===== config.mk =====
export PLATFORM = sky130hd
export DESIGN_NAME = lru_page_replacement_flat
export DESIGN_NICKNAME = d
export VERILOG_FILES = /design/src/rtl/core/lrupr_pkg.sv /design/src/rtl/core/lrupr_if.sv /design/src/rtl/core/lrupr_cell.sv /design/src/rtl/core/lru_page_replacement.sv /design/src/flat_wrapper.sv
export SDC_FILE = /design/constraint.sdc
export NUM_CORES = 2
export LEC_CHECK = 0
export BUFFER_PORTS_ARGS = -buffer_cell sky130_fd_sc_hd__buf_2
export CAP_MARGIN = 30
export CORE_MARGIN = 4
export CORE_UTILIZATION = 30
export CTS_CLUSTER_DIAMETER = 50
export DETAILED_ROUTE_END_ITERATION = 8
export SLEW_MARGIN = 40
export SYNTH_ARGS = -nofsm -noshare
export SYNTH_HDL_FRONTEND = slang
export SYNTH_SLANG_ARGS = --single-unit

===== constraint.sdc =====
create_clock -name clk_i -period 3.85 [get_ports clk_i]
set_clock_uncertainty 0.05 [all_clocks]
set_input_delay 0 -clock clk_i [delete_from_list [all_inputs] [get_ports clk_i]]
set_output_delay 0 -clock clk_i [all_outputs]
set_load 0.01 [all_outputs]

===== src/rtl/core/lrupr_pkg.sv =====
// ----------------------------------------------------------------------------
// lrupr_pkg
// Shared constants and width helpers for the LRU page replacement block.
// ----------------------------------------------------------------------------
package lrupr_pkg;

  localparam int unsigned MAX_FRAMES_DEF = 16;
  localparam int unsigned PAGE_BITS_DEF  = 16;

  localparam int unsigned CFG_W       = 5;
  localparam int unsigned FRAME_IDX_W = 4;
  localparam int unsigned CNT_W       = 32;

  localparam logic [CFG_W-1:0] FRAMES_RESET = 5'd16;

  // Bits for a frame index or an age rank (both range over 0..max-1).
  function automatic int unsigned idx_width(input int unsigned max_frames);
    int unsigned w;
    w = $clog2(max_frames);
    return (w < 1) ? 1 : w;
  endfunction

  // Bits for the clamped in-use count, also wide enough for the raw register.
  function automatic int unsigned num_width(input int unsigned max_frames);
    int unsigned w;
    w = $clog2(max_frames + 1);
    return (w < CFG_W) ? CFG_W : w;
  endfunction

  // Scan record handed from cell to cell.
  function automatic int unsigned carry_width(input int unsigned iw,
                                              input int unsigned pw);
    return 3 + 5 * iw + pw;
  endfunction

  // Update command broadcast to all cells.
  function automatic int unsigned upd_width(input int unsigned iw,
                                            input int unsigned pw);
    return 2 + 2 * iw + pw;
  endfunction

endpackage


===== src/rtl/core/lrupr_if.sv =====
// ----------------------------------------------------------------------------
// lrupr_if
// Request and response channels of the LRU page replacement block.
// ----------------------------------------------------------------------------
interface lrupr_req_if #(
  parameter int unsigned PAGE_BITS = lrupr_pkg::PAGE_BITS_DEF
) ();
  logic                 valid;
  logic                 ready;
  logic [PAGE_BITS-1:0] page_number;

  modport source (output valid, output page_number, input ready);
  modport sink   (input valid, input page_number, output ready);
endinterface

interface lrupr_rsp_if #(
  parameter int unsigned PAGE_BITS = lrupr_pkg::PAGE_BITS_DEF
) ();
  logic                                   valid;
  logic                                   ready;
  logic                                   hit;
  logic [lrupr_pkg::FRAME_IDX_W-1:0]      frame_index;
  logic                                   evicted_valid;
  logic [PAGE_BITS-1:0]                   evicted_page;
  logic [lrupr_pkg::CNT_W-1:0]            hit_count;
  logic [lrupr_pkg::CNT_W-1:0]            fault_count;

  modport source (output valid, output hit, output frame_index, output evicted_valid,
                  output evicted_page, output hit_count, output fault_count,
                  input ready);
  modport sink   (input valid, input hit, input frame_index, input evicted_valid,
                  input evicted_page, input hit_count, input fault_count,
                  output ready);
endinterface


===== src/rtl/core/lrupr_cell.sv =====
// ----------------------------------------------------------------------------
// lrupr_cell
// One frame of the table: page, valid bit and age rank, plus one stage of
// the lookup scan that runs down the row of cells.
// ----------------------------------------------------------------------------
module lrupr_cell #(
  parameter int unsigned MAX_FRAMES = lrupr_pkg::MAX_FRAMES_DEF,
  parameter int unsigned PAGE_BITS  = lrupr_pkg::PAGE_BITS_DEF,
  parameter int unsigned CELL_IDX   = 0,
  parameter int unsigned IW         = lrupr_pkg::idx_width(MAX_FRAMES),
  parameter int unsigned NW         = lrupr_pkg::num_width(MAX_FRAMES),
  parameter int unsigned CW         = lrupr_pkg::carry_width(IW, PAGE_BITS),
  parameter int unsigned UW         = lrupr_pkg::upd_width(IW, PAGE_BITS)
) (
  input  logic                 clk_i,
  input  logic                 rst_ni,
  input  logic [PAGE_BITS-1:0] req_page_i,
  input  logic [NW-1:0]        num_i,
  input  logic [CW-1:0]        carry_i,
  output logic [CW-1:0]        carry_o,
  input  logic [UW-1:0]        upd_i
);
  import lrupr_pkg::*;

  typedef struct packed {
    logic                 hit_f;
    logic [IW-1:0]        hit_idx;
    logic [IW-1:0]        hit_age;
    logic                 empty_f;
    logic [IW-1:0]        empty_idx;
    logic                 max_f;
    logic [IW-1:0]        max_idx;
    logic [IW-1:0]        max_age;
    logic [PAGE_BITS-1:0] max_page;
  } carry_t;

  typedef struct packed {
    logic                 upd;
    logic                 was_valid;
    logic [IW-1:0]        idx;
    logic [IW-1:0]        old_age;
    logic [PAGE_BITS-1:0] page;
  } upd_t;

  localparam logic [IW-1:0] MY_IDX  = IW'(CELL_IDX);
  localparam logic [IW-1:0] AGE_MAX = IW'(MAX_FRAMES - 1);

  logic                 valid_q, valid_d;
  logic [IW-1:0]        age_q, age_d;
  logic [PAGE_BITS-1:0] page_q, page_d;
  carry_t               carry_in, carry_d, carry_q;
  upd_t                 upd;
  logic                 in_use;

  assign carry_in = carry_t'(carry_i);
  assign upd      = upd_t'(upd_i);
  assign in_use   = NW'(CELL_IDX) < num_i;
  assign carry_o  = CW'(carry_q);

  // Fold this frame into the running scan record.
  always_comb begin
    carry_d = carry_in;
    if (in_use) begin
      if (!carry_in.hit_f && valid_q && (page_q == req_page_i)) begin
        carry_d.hit_f   = 1'b1;
        carry_d.hit_idx = MY_IDX;
        carry_d.hit_age = age_q;
      end
      if (!carry_in.empty_f && !valid_q) begin
        carry_d.empty_f   = 1'b1;
        carry_d.empty_idx = MY_IDX;
      end
      if (!carry_in.max_f || (age_q > carry_in.max_age)) begin
        carry_d.max_f    = 1'b1;
        carry_d.max_idx  = MY_IDX;
        carry_d.max_age  = age_q;
        carry_d.max_page = page_q;
      end
    end
  end

  // Apply the broadcast update: the chosen frame goes to most recent; valid
  // frames more recent than its old rank (all, if it was empty) step back one.
  always_comb begin
    valid_d = valid_q;
    age_d   = age_q;
    page_d  = page_q;
    if (upd.upd) begin
      if (upd.idx == MY_IDX) begin
        valid_d = 1'b1;
        age_d   = '0;
        page_d  = upd.page;
      end else if (valid_q && (!upd.was_valid || (age_q < upd.old_age)) &&
                   (age_q < AGE_MAX)) begin
        age_d = age_q + 1'b1;
      end
    end
  end

  always_ff @(posedge clk_i or negedge rst_ni) begin
    if (!rst_ni) begin
      valid_q <= 1'b0;
      age_q   <= '0;
    end else begin
      valid_q <= valid_d;
      age_q   <= age_d;
    end
  end

  always_ff @(posedge clk_i) begin
    page_q  <= page_d;
    carry_q <= carry_d;
  end

endmodule


===== src/rtl/core/lru_page_replacement.sv =====
// ----------------------------------------------------------------------------
// lru_page_replacement
// Fully associative frame table with least-recently-used replacement, built
// as a row of frame cells with a lookup scan that moves one cell per cycle.
// ----------------------------------------------------------------------------
//  channel   dir  handshake        payload
//  req_i     in   valid / ready    page_number
//  rsp_o     out  valid / ready    hit, frame_index, evicted_valid,
//                                  evicted_page, hit_count, fault_count
//  cfg       in   cfg_we_i         cfg_wdata_i = frames_in_use
//
//  For each request the scan record walks the row of cells one frame per cycle,
//  then the decide step applies the update to all cells.
//  The response register lets the next request enter while a response waits.
//  Reset empties every frame, clears ages and counts, frames_in_use = 16.
//  A stalled response holds the block in its update step until taken.
// ----------------------------------------------------------------------------
module lru_page_replacement #(
  parameter int unsigned MAX_FRAMES = lrupr_pkg::MAX_FRAMES_DEF,
  parameter int unsigned PAGE_BITS  = lrupr_pkg::PAGE_BITS_DEF
) (
  input  logic                        clk_i,
  input  logic                        rst_ni,
  input  logic                        cfg_we_i,
  input  logic [lrupr_pkg::CFG_W-1:0] cfg_wdata_i,
  lrupr_req_if.sink                   req_i,
  lrupr_rsp_if.source                 rsp_o
);
  import lrupr_pkg::*;

  localparam int unsigned IW = idx_width(MAX_FRAMES);
  localparam int unsigned NW = num_width(MAX_FRAMES);
  localparam int unsigned CW = carry_width(IW, PAGE_BITS);
  localparam int unsigned UW = upd_width(IW, PAGE_BITS);

  localparam logic [1:0] S_IDLE   = 2'd0;
  localparam logic [1:0] S_SCAN   = 2'd1;
  localparam logic [1:0] S_DECIDE = 2'd2;

  typedef struct packed {
    logic                 hit_f;
    logic [IW-1:0]        hit_idx;
    logic [IW-1:0]        hit_age;
    logic                 empty_f;
    logic [IW-1:0]        empty_idx;
    logic                 max_f;
    logic [IW-1:0]        max_idx;
    logic [IW-1:0]        max_age;
    logic [PAGE_BITS-1:0] max_page;
  } carry_t;

  typedef struct packed {
    logic                 upd;
    logic                 was_valid;
    logic [IW-1:0]        idx;
    logic [IW-1:0]        old_age;
    logic [PAGE_BITS-1:0] page;
  } upd_t;

  logic [1:0]           state_q, state_d;
  logic [IW-1:0]        scan_q, scan_d;
  logic [PAGE_BITS-1:0] req_page_q;
  logic [CFG_W-1:0]     frames_q;
  logic [NW-1:0]        cfg_ext, num;
  logic [CNT_W-1:0]     hits_q, faults_q, hits_d, faults_d;

  logic [CW-1:0]        chain [MAX_FRAMES+1];
  carry_t               res;
  upd_t                 upd;
  logic                 accept, done;

  logic                 dec_hit, dec_evict;
  logic [IW-1:0]        dec_idx;
  logic [IW+FRAME_IDX_W-1:0] idx_ext;

  logic                      out_valid_q;
  logic                      out_hit_q, out_ev_valid_q;
  logic [FRAME_IDX_W-1:0]    out_idx_q;
  logic [PAGE_BITS-1:0]      out_ev_page_q;
  logic [CNT_W-1:0]          out_hits_q, out_faults_q;

  // Clamp the in-use count to 1..MAX_FRAMES.
  assign cfg_ext = NW'(frames_q);
  always_comb begin
    if (frames_q == '0) begin
      num = NW'(1);
    end else if (cfg_ext > NW'(MAX_FRAMES)) begin
      num = NW'(MAX_FRAMES);
    end else begin
      num = cfg_ext;
    end
  end

  assign chain[0] = '0;

  for (genvar g = 0; g < MAX_FRAMES; g++) begin : g_cell
    lrupr_cell #(
      .MAX_FRAMES (MAX_FRAMES),
      .PAGE_BITS  (PAGE_BITS),
      .CELL_IDX   (g),
      .IW         (IW),
      .NW         (NW),
      .CW         (CW),
      .UW         (UW)
    ) u_cell (
      .clk_i      (clk_i),
      .rst_ni     (rst_ni),
      .req_page_i (req_page_q),
      .num_i      (num),
      .carry_i    (chain[g]),
      .carry_o    (chain[g+1]),
      .upd_i      (UW'(upd))
    );
  end

  assign res = carry_t'(chain[MAX_FRAMES]);

  assign accept      = req_i.valid && req_i.ready;
  assign req_i.ready = (state_q == S_IDLE);
  assign done        = (state_q == S_DECIDE) && (!out_valid_q || rsp_o.ready);

  // Pick the frame: hit first, then the lowest empty frame, else the oldest.
  always_comb begin
    dec_hit       = res.hit_f;
    dec_evict     = 1'b0;
    upd.upd       = done;
    upd.page      = req_page_q;
    upd.was_valid = 1'b1;
    upd.old_age   = res.max_age;
    dec_idx       = res.max_idx;
    if (res.hit_f) begin
      dec_idx     = res.hit_idx;
      upd.old_age = res.hit_age;
    end else if (res.empty_f) begin
      dec_idx       = res.empty_idx;
      upd.was_valid = 1'b0;
    end else begin
      dec_evict = 1'b1;
    end
    upd.idx = dec_idx;
  end

  assign idx_ext = {{FRAME_IDX_W{1'b0}}, dec_idx};

  always_comb begin
    hits_d   = hits_q;
    faults_d = faults_q;
    if (dec_hit) begin
      if (hits_q != '1) begin
        hits_d = hits_q + 1'b1;
      end
    end else if (faults_q != '1) begin
      faults_d = faults_q + 1'b1;
    end
  end

  always_comb begin
    state_d = state_q;
    scan_d  = scan_q;
    case (state_q)
      S_IDLE: begin
        if (accept) begin
          state_d = S_SCAN;
          scan_d  = '0;
        end
      end
      S_SCAN: begin
        if (scan_q == IW'(MAX_FRAMES - 1)) begin
          state_d = S_DECIDE;
        end else begin
          scan_d = scan_q + 1'b1;
        end
      end
      S_DECIDE: begin
        if (done) begin
          state_d = S_IDLE;
        end
      end
      default: begin
        state_d = S_IDLE;
      end
    endcase
  end

  always_ff @(posedge clk_i or negedge rst_ni) begin
    if (!rst_ni) begin
      state_q     <= S_IDLE;
      scan_q      <= '0;
      frames_q    <= FRAMES_RESET;
      hits_q      <= '0;
      faults_q    <= '0;
      out_valid_q <= 1'b0;
    end else begin
      state_q <= state_d;
      scan_q  <= scan_d;
      if (cfg_we_i) begin
        frames_q <= cfg_wdata_i;
      end
      if (done) begin
        hits_q      <= hits_d;
        faults_q    <= faults_d;
        out_valid_q <= 1'b1;
      end else if (rsp_o.ready) begin
        out_valid_q <= 1'b0;
      end
    end
  end

  always_ff @(posedge clk_i) begin
    if (accept) begin
      req_page_q <= req_i.page_number;
    end
    if (done) begin
      out_hit_q      <= dec_hit;
      out_idx_q      <= idx_ext[FRAME_IDX_W-1:0];
      out_ev_valid_q <= dec_evict;
      out_ev_page_q  <= dec_evict ? res.max_page : '0;
      out_hits_q     <= hits_d;
      out_faults_q   <= faults_d;
    end
  end

  assign rsp_o.valid         = out_valid_q;
  assign rsp_o.hit           = out_hit_q;
  assign rsp_o.frame_index   = out_idx_q;
  assign rsp_o.evicted_valid = out_ev_valid_q;
  assign rsp_o.evicted_page  = out_ev_page_q;
  assign rsp_o.hit_count     = out_hits_q;
  assign rsp_o.fault_count   = out_faults_q;

endmodule

===== src/flat_wrapper.sv =====
// flat-port wrapper written by rule: the top's interface ports become plain ports
module lru_page_replacement_flat import lrupr_pkg::*;
#(
  parameter int unsigned MAX_FRAMES = lrupr_pkg::MAX_FRAMES_DEF,
  parameter int unsigned PAGE_BITS  = lrupr_pkg::PAGE_BITS_DEF
)
  (clk_i, rst_ni, cfg_we_i, cfg_wdata_i, req_i_valid, req_i_page_number, req_i_ready, rsp_o_valid, rsp_o_hit, rsp_o_frame_index, rsp_o_evicted_valid, rsp_o_evicted_page, rsp_o_hit_count, rsp_o_fault_count, rsp_o_ready);
  lrupr_req_if #(.PAGE_BITS(PAGE_BITS)) req_i_i ();
  lrupr_rsp_if #(.PAGE_BITS(PAGE_BITS)) rsp_o_i ();
  input  logic clk_i;
  input  logic rst_ni;
  input  logic cfg_we_i;
  input  logic [lrupr_pkg::CFG_W-1:0] cfg_wdata_i;
  input wire logic [$bits(req_i_i.valid)-1:0] req_i_valid;
  input wire logic [$bits(req_i_i.page_number)-1:0] req_i_page_number;
  output wire logic [$bits(req_i_i.ready)-1:0] req_i_ready;
  output wire logic [$bits(rsp_o_i.valid)-1:0] rsp_o_valid;
  output wire logic [$bits(rsp_o_i.hit)-1:0] rsp_o_hit;
  output wire logic [$bits(rsp_o_i.frame_index)-1:0] rsp_o_frame_index;
  output wire logic [$bits(rsp_o_i.evicted_valid)-1:0] rsp_o_evicted_valid;
  output wire logic [$bits(rsp_o_i.evicted_page)-1:0] rsp_o_evicted_page;
  output wire logic [$bits(rsp_o_i.hit_count)-1:0] rsp_o_hit_count;
  output wire logic [$bits(rsp_o_i.fault_count)-1:0] rsp_o_fault_count;
  input wire logic [$bits(rsp_o_i.ready)-1:0] rsp_o_ready;
  assign req_i_i.valid = req_i_valid;
  assign req_i_i.page_number = req_i_page_number;
  assign req_i_ready = req_i_i.ready;
  assign rsp_o_valid = rsp_o_i.valid;
  assign rsp_o_hit = rsp_o_i.hit;
  assign rsp_o_frame_index = rsp_o_i.frame_index;
  assign rsp_o_evicted_valid = rsp_o_i.evicted_valid;
  assign rsp_o_evicted_page = rsp_o_i.evicted_page;
  assign rsp_o_hit_count = rsp_o_i.hit_count;
  assign rsp_o_fault_count = rsp_o_i.fault_count;
  assign rsp_o_i.ready = rsp_o_ready;
  lru_page_replacement #(.MAX_FRAMES(MAX_FRAMES), .PAGE_BITS(PAGE_BITS)) u_core (.clk_i(clk_i), .rst_ni(rst_ni), .cfg_we_i(cfg_we_i), .cfg_wdata_i(cfg_wdata_i), .req_i(req_i_i), .rsp_o(rsp_o_i));
endmodule

==> out/qor.txt <==
clk buf depth: 3
Overflow after GRT: 0
initial core utilization: 30.2%
Max Cap Viol: 0
Setup CP Type: reg -> reg
Clock transition at path regs: 60 ps
Syn-to-layout area delta: 18.1%
commonest non-fill, non-tap cells in the layout: 578 x dfxtp_1, 361 x mux2_2, 358 x edfxtp_1
RSZ-0062 raised after global routing: false
Int Power: 22100 µW
crit path launch type: flip-flop
worst setup path endpoint: u_core.g_cell[5].u_cell.carry_o[30]$_DFF_P_
worst relative slew slack: 38.9%
Final nets: 3713
initial antenna violation count: 2
fin worst setup slack: 648 ps
routed wire length: 93.1 mm
dpl hpwl: 67.6 mm
R2R Path Start: u_core.cfg_ext[4]$_DFFE_PN1P_
most common cell after layout, fill and taps aside: dfxtp_1
WL/cell: 16.8 µm
largest net degree at the start of global routing: 60
Pre-antenna DRT Iters: 5
post-route antenna net violation count: 0
reg2reg setup slack: 650 ps
share of cells above drive strength 1: 24.4%
post-synthesis instance area: 42700 µm²
Reg2Reg Depth: 7
overall die area: 148000 µm²
setup violators final: 0
IO buf count: 113
Worst Hold Class: in -> reg
Critical R2R Capture: u_core.g_cell[5].u_cell.carry_o[30]$_DFF_P_
drt drc: 0
Fin. Hold Viols: 0
Yosys reg bits: 1092
Max Freq: 312 MHz
RePlAce Congestion: 0.828
Comb power frac: 13.8%
Post-CTS Setup Inserts: 0
synth warn: 0
CTS Hold Bufs: 50
switch share: 24.4%
crit share post-route: 83.2%
Slew @ Worst Pin: 913 ps
sw power: 7110 µW
DR iter-0 viols: 1353
htree depth: 3
Root Driver: clkbuf_16
first-pass GRT wire length: 146 mm
Die X: 385 µm
Pleak: 0.0202 µW
ys async rst share: 14.3%
Tmin final: 3200 ps
insertion delay to the later sink of the worst-skew pair: 700 ps
pwr/cell area: 579 nW/µm²
# rows: 138
Top Ports: 114
GRT Util Overall: 12.5%
distinct cell type count after synthesis: 65
final slew viol count: 0
status: completed
Post-Place Worst Slack: 691 ps
Req. time, crit path: 4390 ps
Final TNS setup: 0 ps
Die Y-Extent: 385 µm
syn nets: 3448
Vias: 24500
vias per cell: 4.42
TritonCTS Buffers: 113
Critical path origin: u_core.cfg_ext[4]$_DFFE_PN1P_
EDFF count, synth: 358
Clk pwr share: 37.5%
Avg Inst Size Synth: 13.0 µm²
CTS tree: built
Mapped Cells: 3295
critical path arrival: 3740 ps
CP max FO: 16
vias in the first global route: 25300
crit end category: flip-flop
post-CTS sizing: 0
predominant post-synthesis flop cell: dfxtp_1
core area: 141000 µm²
VDD IR max: 0.444 mV
register area share after synthesis: 61.4%
Seq pwr share: 48.7%
Num Clock Sinks: 1092
==> Yosys cell counts (10+ instances only) <==
master,n,area (µm²)
dfxtp_1,578,11600
mux2_2,361,4070
edfxtp_1,358,10800
xor2_1,198,1730
xnor2_1,193,1690
dfrtp_1,155,3880
nand2_1,138,518
ha_1,127,1590
nand3_1,103,515
clkbuf_1,93,349
inv_1,93,349
nor2_1,81,304
or2_2,81,507
and2_1,61,382
o21ai_0,61,305
nand2b_1,59,369
nor3_1,59,295
nand4_1,58,363
nor2b_1,53,332
a21oi_1,52,260
nor4_1,48,300
o21a_1,31,233
a22o_1,26,228
nand3b_1,24,180
o21bai_1,16,120
buf_2,15,75.1
buf_1,14,52.6
nor3b_1,14,105
or3_1,13,81.3
mux2i_1,12,120
o2111a_1,11,124
and3_1,10,62.6
nor4_2,10,125
==> cell type report <==
cell class	count	area, µm²
diodes	1	2.50
well taps	1890	2360
clock inverters	58	589
clock buffers	156	3210
multi-input cells	1980	15700
inverters	94	355
fillers	13600	91000
flip-flops and latches	1092	26200
repair buffers	279	2010
==> cell families (layout without fill, tap and decap cells) <==
kind of cell | after synthesis | in the layout | share of synthesized area (%)
flops | 1092 | 1092 | 61.4
simple gates | 846 | 846 | 11.1
xor+xnor | 391 | 391 | 8.02
mux | 373 | 373 | 9.80
compound gates | 242 | 242 | 3.81
buf+inv | 223 | 587 | 2.10
fa+ha+maj | 127 | 127 | 3.72
other cells | 1 | 2 | 0.00878
==> state kept, by name (all words and copies together) (netlist names) <==
| register | cells |
|---|---|
| u_core.rsp_o.hit | 1 |
| u_core.rsp_o.fault_count | 32 |
| u_core.faults_q | 32 |
| u_core.rsp_o.valid | 1 |
| u_core.hits_q | 32 |
| u_core.state_q | 2 |
| u_core.rsp_o.evicted_valid | 1 |
| u_core.rsp_o.hit_count | 32 |
| u_core.scan_q | 4 |
| u_core.req_page_q | 16 |
| u_core.g_cell.u_cell.carry_o | 578 |
| u_core.g_cell.u_cell.age_q | 64 |
| u_core.rsp_o.frame_index | 4 |
| u_core.rsp_o.evicted_page | 16 |
| u_core.cfg_ext | 5 |
| u_core.g_cell.u_cell.page_q | 256 |
| u_core.g_cell.u_cell.valid_q | 16 |
==> layer usage <==
metal	wire length, µm	vias to the layer above	track usage (%)
li1	-	12100	-
met1	43100	11800	16.9
met2	43100	484	20.5
met3	4620	145	2.23
met4	2220	2	3.57
met5	13	-	0
==> power groups by stage <==
stage	sequential, µW	combinational (µW)	clock [µW]
global placement	14400	3940	0
global route	14400	4420	11700
finish	14200	4040	10900
CTS	14200	4070	11200
floorplan	14200	2850	0
detailed placement	14500	3960	0
==> how the worst min path moves through the flow <==
stage                      startpoint                         endpoint  depth (start not counted)
after floorplan                rst_ni    u_core.cfg_ext[0]$_DFFE_PN0P_                          0
after global placement         rst_ni  u_core.faults_q[11]$_DFFE_PN0P_                          1
after CTS                 req_i_valid    u_core.state_q[0]$_DFFE_PN0P_                          4
after detailed placement       rst_ni  u_core.faults_q[11]$_DFFE_PN0P_                          1
after global routing      req_i_valid    u_core.state_q[0]$_DFFE_PN0P_                          4
final                     req_i_valid    u_core.state_q[0]$_DFFE_PN0P_                          4
==> worst max-delay path, cell delays in order (launching register included) <==
cell and delay [ps]:
dfstp_2 790, or2_2 410, a21oi_1 200, nor4_1 460, nand4b_1 230, nor4_2 360
buf_4 230, mux2_2 350
==> metrics by stage <==
stage,hold WS (ps),total power [µW],std cells,area (µm²),utilization (%)
after detailed placement,14.2,18400,5284,46100,32.6
after floorplan,-346,17000,3295,42700,-
after global placement,23.9,18400,5284,46100,32.6
after CTS,27.3,29500,5548,50400,35.6
after global routing,137,30500,5549,50400,35.7
final,102,29200,5550,50400,35.7
(Power assumes the default switching activity.)
